## src/rtl/pfa_pkg.sv

```systemverilog
// Shared types and constants for the page frame allocator.
// Used by pfa_ctrl, pfa_dp and page_frame_allocator; depends on nothing.
package pfa_pkg;

  // Field widths and stack geometry
  localparam int PAGE_W      = 44;
  localparam int STATUS_W    = 3;
  localparam int MODE_W      = 2;
  localparam int CFG_IDX_W   = 1;
  localparam int STACK_DEPTH = 256;
  localparam int ADDR_W      = $clog2(STACK_DEPTH);
  localparam int CNT_W       = $clog2(STACK_DEPTH + 1);

  // Configuration register indexes
  localparam logic [CFG_IDX_W-1:0] CFG_FIRST_PAGE = 1'b0;
  localparam logic [CFG_IDX_W-1:0] CFG_END_PAGE   = 1'b1;

  // Request kinds
  typedef enum logic [MODE_W-1:0] {
    MODE_ALLOC = 2'd0,
    MODE_FREE  = 2'd1,
    MODE_INIT  = 2'd2
  } pfa_mode_t;

  // Result status codes
  typedef enum logic [STATUS_W-1:0] {
    ST_OK           = 3'd0,
    ST_EXHAUSTED    = 3'd1,
    ST_NEVER_GIVEN  = 3'd2,
    ST_ALREADY_FREE = 3'd3,
    ST_STACK_FULL   = 3'd4
  } pfa_status_t;

  // Controller states
  typedef enum logic [2:0] {
    S_IDLE,
    S_DECIDE,
    S_POP,
    S_SCAN,
    S_RESULT
  } pfa_state_t;

  // Datapath operations issued by the controller
  typedef enum logic [3:0] {
    OP_NONE,
    OP_INIT,
    OP_FRESH,
    OP_EXHAUST,
    OP_POP_RD,
    OP_POP_TAKE,
    OP_REJECT_NEW,
    OP_SCAN_START,
    OP_SCAN_NEXT,
    OP_HIT,
    OP_PUSH,
    OP_FULL,
    OP_NOP_OK
  } pfa_op_t;

  // Controller to datapath
  typedef struct packed {
    logic    load_req;
    pfa_op_t op;
    logic    out_load;
  } pfa_cmd_t;

  // Datapath to controller
  typedef struct packed {
    pfa_mode_t mode;
    logic      stack_empty;
    logic      stack_full;
    logic      fresh_avail;
    logic      never_given;
    logic      scan_hit;
    logic      scan_last;
    logic      out_free;
  } pfa_sts_t;

endpackage

```

## src/rtl/pfa_ctrl.sv

```systemverilog
// Controller state machine of the page frame allocator.
// Drives pfa_dp through pfa_cmd_t and reads pfa_sts_t; uses pfa_pkg.
module pfa_ctrl (
  input  logic              clk,
  input  logic              rst_n,
  input  logic              in_valid,
  output logic              in_ready,
  output pfa_pkg::pfa_cmd_t cmd,
  input  pfa_pkg::pfa_sts_t sts
);
  import pfa_pkg::*;

  pfa_state_t state_r, state_nxt;

  // State register
  always_ff @(posedge clk) begin
    if (!rst_n) begin
      state_r <= S_IDLE;
    end else begin
      state_r <= state_nxt;
    end
  end

  // Next state and commands
  always_comb begin
    state_nxt    = state_r;
    in_ready     = 1'b0;
    cmd.load_req = 1'b0;
    cmd.op       = OP_NONE;
    cmd.out_load = 1'b0;
    case (state_r)
      S_IDLE: begin
        in_ready = 1'b1;
        if (in_valid) begin
          cmd.load_req = 1'b1;
          state_nxt    = S_DECIDE;
        end
      end
      S_DECIDE: begin
        state_nxt = S_RESULT;
        case (sts.mode)
          MODE_ALLOC: begin
            if (!sts.stack_empty) begin
              cmd.op    = OP_POP_RD;
              state_nxt = S_POP;
            end else if (sts.fresh_avail) begin
              cmd.op = OP_FRESH;
            end else begin
              cmd.op = OP_EXHAUST;
            end
          end
          MODE_FREE: begin
            if (sts.never_given) begin
              cmd.op = OP_REJECT_NEW;
            end else if (sts.stack_empty) begin
              cmd.op = OP_PUSH;
            end else begin
              cmd.op    = OP_SCAN_START;
              state_nxt = S_SCAN;
            end
          end
          MODE_INIT: begin
            cmd.op = OP_INIT;
          end
          default: begin
            cmd.op = OP_NOP_OK;
          end
        endcase
      end
      S_POP: begin
        cmd.op    = OP_POP_TAKE;
        state_nxt = S_RESULT;
      end
      S_SCAN: begin
        if (sts.scan_hit) begin
          cmd.op    = OP_HIT;
          state_nxt = S_RESULT;
        end else if (sts.scan_last) begin
          cmd.op    = sts.stack_full ? OP_FULL : OP_PUSH;
          state_nxt = S_RESULT;
        end else begin
          cmd.op = OP_SCAN_NEXT;
        end
      end
      S_RESULT: begin
        if (sts.out_free) begin
          cmd.out_load = 1'b1;
          state_nxt    = S_IDLE;
        end
      end
      default: begin
        state_nxt = S_IDLE;
      end
    endcase
  end

  // The scan only runs over a non-empty stack.
  a_scan_nonempty: assert property (@(posedge clk) disable iff (!rst_n)
    state_r == S_SCAN |-> !sts.stack_empty)
    else $error("scan over an empty stack");

  // A new request is taken only after the previous result left for the output.
  a_accept_after_result: assert property (@(posedge clk) disable iff (!rst_n)
    (state_r == S_IDLE && $past(state_r) != S_IDLE) |-> $past(cmd.out_load))
    else $error("returned to idle without loading a result");

  // A pop always passes through the decide state first.
  a_pop_entry: assert property (@(posedge clk) disable iff (!rst_n)
    state_r == S_POP |-> $past(state_r) == S_DECIDE)
    else $error("pop state entered out of order");

endmodule

```

## config.mk

```make
export PLATFORM = sky130hd
export DESIGN_NAME = pfa_ctrl
export DESIGN_NICKNAME = d
export VERILOG_FILES = /design/src/rtl/pfa_pkg.sv /design/src/rtl/pfa_ctrl.sv
export SDC_FILE = /design/constraint.sdc
export NUM_CORES = 1
export LEC_CHECK = 0
export BUFFER_PORTS_ARGS = -buffer_cell sky130_fd_sc_hd__buf_2
export CAP_MARGIN = 20
export CORE_AREA = 2 2 39 41
export DETAILED_ROUTE_END_ITERATION = 8
export DIE_AREA = 0 0 41 43
export PLACE_DENSITY_LB_ADDON = 0.2
export SYNTH_ARGS = -nofsm -noshare
export SYNTH_HDL_FRONTEND = slang
export SYNTH_SLANG_ARGS = --single-unit
```

## constraint.sdc

```tcl
create_clock -name clk -period 1.25 [get_ports clk]
set_input_delay 0.125 -clock clk [delete_from_list [all_inputs] [get_ports clk]]
set_output_delay 0.125 -clock clk [all_outputs]
set_load 0.02 [all_outputs]
```

[After elaboration in Yosys (flattened, before gate mapping)]
Index checks and enable logic that the tools add are counted.
Word-level totals
  input bits: 12
  output and inout port bits: 7
  register bits: 3
Cells by class
  equal/unequal tests: 9
  reduce and logical (&&, ||, !) cells: 3
  mux-type cells: 23
Operators by type and width (number)
  2-to-1 mux 3 bit: 8
  case mux 4 bit (3 select lines): 2
  case mux 3 bit (5 select lines): 1
  2-to-1 mux 4 bit: 2
  2-to-1 mux 1 bit: 7
  equality test 3 x 2 -> 1 bit (second input constant): 2
  case mux 3 bit (2 select lines): 1
  2-to-1 mux 2 bit: 2
  inequality test 2 bit (second input constant): 2
  equality test 3 x 1 -> 1 bit (second input constant): 1
  equality test 3 bit (second input constant): 1
  logical NOT 3 bit: 1
  inequality test 3 bit (second input constant): 1
  AND reduction 3 bit: 1
  equality test 2 x 1 -> 1 bit (second input constant): 1
  equality test 2 bit (second input constant): 1
  logical NOT 2 bit: 1

[Longest topological paths before layout]
Gate-level depths: netlist (run 1).
  word-level depth: 4
  gate-level depth with buffers: 4
  mapped depth without buffers: 3

[Least setup slack after synthesis (run 1)]
Ideal clock, no wire load.
  path type: reg2reg
  start: reg state_r[2]
  end: reg state_r[2]
  setup slack: -274 ps
  data arrival time: 1408 ps
  period minus slack after synthesis: 1524 ps
  stages on the path, launching flop included: 5
  buffers on the path: 1
  library setup time: 116 ps
  cells stage by stage: dfxtp_1 > buf_6 > nor3_1 > or2b_1 > and4_1
On the way
  word-level cells in the longest chain between the ends: 3
  elaborated cells between the ends (all ways): 10
RTL lines
  from (decl): RTL line pfa_ctrl.sv:13  | pfa_state_t state_r, state_nxt;
  from (signal assigned): RTL line pfa_ctrl.sv:20  | state_r <= state_nxt;
  equality test 3 x 2 -> 1 bit, or another cell as far along: RTL line pfa_ctrl.sv:31  | case (state_r)
  inequality test 3 bit (no source line) or inequality test 2 bit (tied branches)
  AND reduction 3 bit (no source line)
Parallel ways exist; a longest one is shown, timed or not.
A chain may end at the register's enable or synchronous reset.

==> results of run 1 <==
## where the power goes
part / internal, mW / total [mW] / switching [mW]
clock network: 0.120 / 0.175 / 0.0554
registers: 0.109 / 0.119 / 0.0104
logic: 0.187 / 0.346 / 0.159
## cell usage after synthesis
| cell | instances |
|---|---|
| buf_6 | 1 |
| nor2b_1 | 1 |
| mux2_2 | 1 |
| o211ai_1 | 1 |
| nor3b_1 | 2 |
| nand2b_1 | 1 |
| nor2_1 | 4 |
| nand2b_4 | 1 |
| a21oi_1 | 4 |
| o311ai_0 | 1 |
| clkbuf_1 | 1 |
| buf_2 | 1 |
| o21ai_0 | 2 |
| inv_1 | 2 |
| a211oi_1 | 2 |
| a2111oi_2 | 1 |
| o32a_1 | 1 |
| o32ai_1 | 1 |
| o21a_1 | 1 |
| nand2_1 | 3 |
| and2_1 | 1 |
| or2b_1 | 1 |
| nor4b_1 | 1 |
| and4_1 | 1 |
| o31ai_1 | 2 |
| or4_4 | 1 |
| dfxtp_1 | 3 |
| nor3_1 | 2 |
| o21bai_1 | 1 |
## per-layer routing
metal | wire length [µm] | GRT usage | share of wire
met3 | 66 | 0.03141 | 0.056
met5 | 0 | 0 | 0
met4 | 17 | 0.06000 | 0.014
met1 | 497 | 0.1763 | 0.42
met2 | 605 | 0.2281 | 0.51
## cell families after synthesis
| kind of cell | after synthesis | share of synthesized area |
|---|---|---|
| and+or+nand+nor | 19 | 0.3491 |
| AOI/OAI and AO/OA | 17 | 0.3636 |
| buffers and inverters | 5 | 0.07998 |
| muxes | 1 | 0.03272 |
| DFF | 3 | 0.1746 |
## tightest hold or removal path: cells and delay by family
family	cells	cell delay, ns
buffers and inverters	1	0.12
AO/OA/AOI/OAI	2	0.10
## repair_timing
action                     in CTS  in global routing
pin swaps                       4                 10
setup endpoints to repair       6                  7
setup buffers                   0                  7
gates resized for setup        14                 16
## layout make-up
cell class                 count  area [µm²]  share of cell area
sequential                     3       66.31             0.09464
multi-input combinational     37       335.3              0.4786
tap                           16       20.02             0.02857
inverter                       2       7.507             0.01071
clock buffer                   4       26.28             0.03750
timing repair buffer          32       245.2              0.3500
## worst paths after layout
| check | start | endpoint | depth (start not counted) |
|---|---|---|---|
| min reg2reg | state_r[1] | state_r[0] | 3 |
| max | state_r[1] | cmd[1] | 5 |
| max reg2reg | state_r[1] | state_r[1] | 6 |
| min | rst_n | state_r[0] | 3 |
## cells in the final DEF, fill, tap and decap left out
cell,instances
clkbuf_4,3
o31ai_4,1
buf_4,9
nor2b_1,1
inv_1,2
o21bai_4,1
nand2_1,3
o31ai_1,1
a211oi_1,1
and4_1,1
clkbuf_1,1
o211ai_1,1
nand2b_4,1
nor3b_1,2
nor2_1,3
a211oi_2,1
dfxtp_4,1
or4_4,1
dfxtp_2,2
and2_4,1
or2b_1,1
nor2_2,1
buf_6,10
a2111oi_4,1
a21oi_1,3
a21oi_2,1
mux2_4,1
o311ai_1,1
nor3_4,1
o32a_1,1
nand2b_1,1
nor4b_1,1
buf_2,13
o32ai_2,1
o21ai_0,2
nor3_2,1
o21a_1,1
==> flow_summary.json, run 1 <==
{
  "drv_slew": 0,
  "synth_top_area_frac": 0.1745,
  "portBuffers": 18,
  "fillers": 141,
  "avgViaCountPerCell": 5.085,
  "worstPathMaxFanout": 6,
  "synth.net_count": 57,
  "grt_max_degree": 9,
  "utilization": 0.5063,
  "std_cell_rows": 14,
  "fin_crit_sh": 1.098,
  "finalPower_mw": 0.6408,
  "path_class": "reg -> out",
  "period_minus_slack_ns": 1.372,
  "design.core.area_um2": 1384,
  "cts_sinks": 3,
  "failed_checks": "negative setup slack",
  "die_h_um": 43,
  "antenna_found_initial": 0,
  "peakVddDrop_uv": 495.5,
  "largest_reg_flops": 3,
  "setup_viol": 7,
  "worst-path-buf-inv": 2,
  "grt_pass1_wl_mm": 1.704,
  "cpPeakStageDelay_ns": 0.31,
  "drc": 0,
  "ys_types": 29,
  "worstPathCellList": "buf_6, a211oi_2, o311ai_1, o31ai_1, buf_2",
  "cp-end-kind": "primary output",
  "clkTransAtPathRegs_ns": 0.04,
  "cts_htree_levels": 1,
  "syn-cell-area_um2": 344.1,
  "finalSetupTns_ns": -0.4906,
  "vias": 478,
  "critPathLaunchType": "flop",
  "post_drt_wl_per_cell_um": 12.62,
  "io_pins": 19,
  "ant_nets": 0,
  "wl_mm": 1.186,
  "die_w_um": 41,
  "power_density_nw_per_um2": 914.6,
  "cap_violations": 0,
  "rsz0062_at_grt": "yes",
  "drive_gt1_frac": 0.6538,
  "clk_latency_ns": 0.24,
  "synth_top_cell_by_area": "dfxtp_1",
  "hold_ws_ns": 0.1431,
  "hold_buffers": 0,
  "hp-class": "in -> reg",
  "syn_avg_cell_area_um2": 7.646,
  "fin_ws_ns": -0.1223,
  "globalRouteOverflowTotal": 0,
  "clock-root-buffer": "clkbuf_4",
  "regToRegSetupSlack_ns": -0.03,
  "ys_warn_count": 0,
  "cp_data_arrival_time_ns": 1.25,
  "areaGrowthSynthToFinish_pct": 103.6,
  "crit_family": "compound AO/OA/AOI/OAI gates",
  "syn_inst": 45,
  "design_area_um2": 700.7,
  "max_freq_mhz": 728.7,
  "cts_buffers": 3,
  "dr.pass1.iters": 3,
  "worst_pin_slew_ns": 0.3348,
  "hold_viol": 0,
  "nNetsFinal": 91,
  "netlist_top_cells_area": "dfxtp_1 (17%), a21oi_1 (5.8%), a2111oi_2 (4.4%), a211oi_1 (4.4%), nor2_1 (4.4%)",
  "regMostFlops": "state_r",
  "tritoncts": "built",
  "stdcell_count": 94,
  "cp_slowest_cell": "dfxtp_2",
  "dieArea_um2": 1763,
  "reg_top3": "state_r (3)",
  "post-dp-hpwl_um": 817.3,
  "yosysSeqAreaShare": 0.1745,
  "required_ns": 1.12,
  "outcome": "finished with violations",
  "clockBufferDepth": 2,
  "place_ws_ns": 0.03054,
  "postPlaceCellArea_um2": 500.5,
  "power.leakage_nw": 0.2868,
  "synth-seq-cells": 3,
  "place_inst": 83,
  "grt_pass1_vias": 410,
  "start_util": 0.2486,
  "skew_ns": 0.007438,
  "slew_headroom": 0.7768,
  "gp_congestion": 0.7282,
  "grtUsageTotal": 0.1434,
  "antennaDiodeCount": 0,
  "first_iter_violations": 8
}
Note: power is estimated with default switching activity, not from simulation.
==> inputs of run 2 (changes only) <==
--- a/config.mk
+++ b/config.mk
@@ -10,7 +10,7 @@
 export CORE_AREA = 2 2 39 41
 export DETAILED_ROUTE_END_ITERATION = 8
 export DIE_AREA = 0 0 41 43
-export PLACE_DENSITY_LB_ADDON = 0.2
+export PLACE_DENSITY = 0.52
 export SYNTH_ARGS = -nofsm -noshare
 export SYNTH_HDL_FRONTEND = slang
 export SYNTH_SLANG_ARGS = --single-unit
==> flow_summary.json, run 2 (synthesis results as in run 1) <==
{
  "failed_checks": "negative setup slack",
  "cap_violations": 0,
  "globalRouteOverflowTotal": 0,
  "max_freq_mhz": 734.5,
  "dieArea_um2": 1763,
  "cts_sinks": 3,
  "first_iter_violations": 5,
  "grt_pass1_wl_mm": 1.662,
  "cts_htree_levels": 1,
  "worstPathCellList": "buf_6, a211oi_2, o311ai_1, o31ai_1, buf_2",
  "layout_commonest_cell": "buf_2",
  "worst_pin_slew_ns": 0.3691,
  "fillers": 137,
  "tritoncts": "built",
  "ant_nets": 0,
  "rsz0062_at_grt": "yes",
  "grtUsageTotal": 0.1364,
  "portBuffers": 18,
  "path_class": "reg -> out",
  "vias": 451,
  "design.core.area_um2": 1384,
  "regMostFlops": "state_r",
  "die_w_um": 41,
  "period_minus_slack_ns": 1.362,
  "setup_viol": 5,
  "gp_congestion": 0.7267,
  "hold_buffers": 0,
  "skew_ns": 0.002237,
  "areaGrowthSynthToFinish_pct": 89.45,
  "final_cell_mix": "buf_2 (13), buf_4 (8), buf_6 (8)",
  "critPathLaunchType": "flop",
  "outcome": "finished with violations",
  "slew_headroom": 0.7513,
  "reg_top3": "state_r (3)",
  "drv_slew": 0,
  "finalSetupTns_ns": -0.2761,
  "hold_ws_ns": 0.1559,
  "power_density_nw_per_um2": 942.3,
  "power.leakage_nw": 0.2594,
  "post-dp-hpwl_um": 704.9,
  "required_ns": 1.12,
  "peakVddDrop_uv": 389.9,
  "post_drt_wl_per_cell_um": 12.08,
  "fin_ws_ns": -0.1115,
  "clk_latency_ns": 0.23,
  "clkTransAtPathRegs_ns": 0.04,
  "antennaDiodeCount": 0,
  "clockBufferDepth": 2,
  "cp-end-kind": "primary output",
  "worst-path-buf-inv": 2,
  "crit_family": "compound AO/OA/AOI/OAI gates",
  "avgViaCountPerCell": 4.956,
  "cpPeakStageDelay_ns": 0.31,
  "drive_gt1_frac": 0.6667,
  "largest_reg_flops": 3,
  "cp_data_arrival_time_ns": 1.24,
  "cp_slowest_cell": "dfxtp_2",
  "start_util": 0.2486,
  "grt_pass1_vias": 403,
  "clock-root-buffer": "clkbuf_4",
  "io_pins": 19,
  "drc": 0,
  "dr.pass1.iters": 4,
  "std_cell_rows": 14,
  "hp-class": "in -> reg",
  "wl_mm": 1.099,
  "worstPathMaxFanout": 4,
  "hold_viol": 0,
  "cts_buffers": 3,
  "die_h_um": 43,
  "fin_crit_sh": 1.089,
  "nNetsFinal": 88,
  "antenna_found_initial": 0,
  "grt_max_degree": 9
}
[run 2: changes by cell type in the layout (fill, tap and decap cells not counted), moves of 2 or more]
| cell | delta |
|---|---|
| buf_6 | -2 |
| a21oi_1 | -2 |
| inv_2 | +2 |
| inv_1 | -2 |
[run 2: worst paths after layout]
| check | end | cells past startpoint | slack, ns | from |
|---|---|---|---|---|
| hold / removal | state_r[0] | 3 | 0.16 | rst_n |
| setup reg to reg | state_r[2] | 4 | -0.03 | state_r[2] |
| hold reg to reg | state_r[0] | 3 | 0.59 | state_r[1] |
| setup / recovery | cmd[1] | 5 | -0.11 | state_r[2] |
[run 2: power by group]
part	switching [mW]	internal, mW
sequential	0.00620	0.108
clock	0.0522	0.120
combinational	0.158	0.170
total	0.217	0.398
[run 2: per-stage QoR]
step | utilization | std cells | cell area, µm² | worst slack [ns] | total power [mW]
6_report | 0.4711 | 91 | 651.9 | -0.1115 | 0.6143
4_1_cts | 0.4448 | 91 | 615.6 | -0.1301 | 0.6030
2_1_floorplan | - | 45 | 357.8 | -0.02538 | 0.2680
5_1_grt | 0.4711 | 91 | 651.9 | -0.1981 | 0.6591
3_3_place_gp | 0.3617 | 83 | 500.5 | -0.005646 | 0.3526
3_5_place_dp | 0.3617 | 83 | 500.5 | 0.02530 | 0.3500
[run 2: final cells by class]
cell class | instances | area, µm² | area share
clock buffer | 4 | 26.28 | 0.04031
timing repair buffer | 29 | 215.2 | 0.3301
tap | 16 | 20.02 | 0.03071
inverter | 2 | 7.507 | 0.01152
multi-input combinational | 37 | 319.1 | 0.4894
sequential | 3 | 63.81 | 0.09789
[run 2: repair_timing]
item | 4_1_cts | 5_1_grt
pin swaps | 9 | 4
setup buffers | 4 | 0
resized for setup | 21 | 7
endpoints found under the setup margin | 5 | 9
[run 2: per-layer routing]
layer	wire length, µm	GRT usage	vias to the layer above
met5	0	0	-
met4	0	0.04000	0
met3	84	0.05759	0
met2	515	0.2000	18
met1	498	0.1763	198
li1	-	-	235
[run 2: worst min-delay path, cell delays in order]
cell     delay (ns)
buf_2          0.11
o31ai_2        0.07
a21oi_2        0.03
==> inputs of run 3 (changes only) <==
--- a/config.mk
+++ b/config.mk
@@ -11,6 +11,7 @@
 export DETAILED_ROUTE_END_ITERATION = 8
 export DIE_AREA = 0 0 41 43
 export PLACE_DENSITY = 0.52
+export SKIP_LAST_GASP = 1
 export SYNTH_ARGS = -nofsm -noshare
 export SYNTH_HDL_FRONTEND = slang
 export SYNTH_SLANG_ARGS = --single-unit
==> flow_summary.json, run 3 (synthesis results as in run 1) <==
{
  "pwr-share-comb": 0.541,
  "areaGrowthSynthToFinish_pct": 99.27,
  "p_clk_frac": 0.277,
  "grtUsageTotal": 0.1344,
  "antenna_found_initial": 0,
  "place_ws_ns": 0.02530,
  "avgViaCountPerCell": 4.979,
  "largest_reg_flops": 3,
  "grt_max_degree": 9,
  "clkTransAtPathRegs_ns": 0.04,
  "layout_commonest_cell": "buf_2",
  "worstPathMaxFanout": 3,
  "clock-root-buffer": "clkbuf_4",
  "clockBufferDepth": 2,
  "cts_buffers": 3,
  "hold_viol": 0,
  "post-dp-hpwl_um": 704.9,
  "worst_pin_slew_ns": 0.2863,
  "io_pins": 19,
  "first_iter_violations": 7,
  "drive_gt1_frac": 0.6795,
  "wl_mm": 1.091,
  "p_switching_mw": 0.2228,
  "ant_nets": 0,
  "rsz0062_at_grt": "yes",
  "path_class": "reg -> reg",
  "critPathLaunchType": "flop",
  "tritoncts": "built",
  "hp-class": "in -> reg",
  "fillers": 129,
  "max_freq_mhz": 701.7,
  "fin_ws_ns": -0.1750,
  "failed_checks": "negative setup slack",
  "dieArea_um2": 1763,
  "outcome": "finished with violations",
  "portBuffers": 18,
  "gp_congestion": 0.7267,
  "fin_crit_sh": 1.140,
  "grt_pass1_wl_mm": 1.642,
  "postPlaceCellArea_um2": 500.5,
  "drv_slew": 0,
  "power.leakage_nw": 0.2787,
  "power_density_nw_per_um2": 921.7,
  "dr.pass1.iters": 4,
  "drc": 0,
  "slew_headroom": 0.8080,
  "design.core.area_um2": 1384,
  "std_cell_rows": 14,
  "regMostFlops": "state_r",
  "globalRouteOverflowTotal": 0,
  "period_minus_slack_ns": 1.425,
  "start_util": 0.2486,
  "die_h_um": 43,
  "required_ns": 1.37,
  "seqPwrFrac": 0.182,
  "reg_top3": "state_r (3)",
  "clk_latency_ns": 0.23,
  "skew_ns": 0.0004375,
  "cts_sinks": 3,
  "cap_violations": 0,
  "post_drt_wl_per_cell_um": 11.61,
  "cts_htree_levels": 1,
  "final_cell_mix": "buf_2 (13), buf_4 (10), buf_6 (8)",
  "peakVddDrop_uv": 398.4,
  "design_area_um2": 685.7,
  "setup_viol": 9,
  "swShare": 0.3525,
  "cp-end-kind": "flop",
  "nNetsFinal": 91,
  "vias": 468,
  "cp_data_arrival_time_ns": 1.54,
  "die_w_um": 41,
  "grt_pass1_vias": 399,
  "hold_ws_ns": 0.1521,
  "antennaDiodeCount": 0,
  "power.internal_mw": 0.4092
}
## run 3: path summary, 6_finish.rpt
| path | start | endpoint | slack [ns] | cells after the start |
|---|---|---|---|---|
| worst min register to register | state_r[1] | state_r[0] | 0.59 | 3 |
| worst max register to register | state_r[2] | state_r[2] | -0.18 | 4 |
| worst max-delay path | state_r[2] | state_r[2] | -0.18 | 4 |
| worst min-delay path | rst_n | state_r[0] | 0.15 | 3 |
## run 3: power groups by stage
stage               Sequential (mW)  Combinational (mW)  Clock (mW)
global route                  0.116               0.372       0.190
detailed placement            0.116               0.234           0
global placement              0.116               0.237           0
finish                        0.115               0.342       0.175
floorplan                     0.110               0.158           0
CTS                           0.114               0.302       0.180
## run 3: worst max-delay path: stages (launching register included)
cell	delay, ns
dfxtp_2	0.32
buf_4	0.13
nand2b_4	0.13
or4_4	0.55
and4_1	0.17
## run 3: what timing repair did
action	CTS	global route
cloned	0	0
hold buffers	0	0
pin swaps	8	7
setup buffers	4	3
endpoints found under the setup margin	5	9
gates resized for setup	18	10
## run 3: per-layer routing
layer / routed length (µm) / vias up / part of all wire / track usage
met5: 0 / - / 0 / 0
met4: 0 / 0 / 0 / 0.04000
met3: 83 / 0 / 0.076 / 0.05759
met2: 500 / 18 / 0.46 / 0.1969
met1: 507 / 211 / 0.46 / 0.1731
li1: - / 239 / - / -
## run 3: area by class of cell
class | count | area (µm²) | share of cell area
clock buffers | 4 | 26.28 | 0.03832
inverters | 2 | 7.507 | 0.01095
multi-input cells | 37 | 317.8 | 0.4635
flip-flops and latches | 3 | 63.81 | 0.09307
well taps | 16 | 20.02 | 0.02920
repair buffers | 32 | 250.2 | 0.3650
## run 3: through the flow
step	power, mW	instances	TNS, ns	utilization
after floorplan	0.2680	45	-0.02538	-
after global placement	0.3526	83	-0.005646	0.3617
after detailed placement	0.3500	83	0	0.3617
after CTS	0.5961	91	-0.4026	0.4376
after global routing	0.6777	94	-1.308	0.4955
final	0.6319	94	-0.7203	0.4955
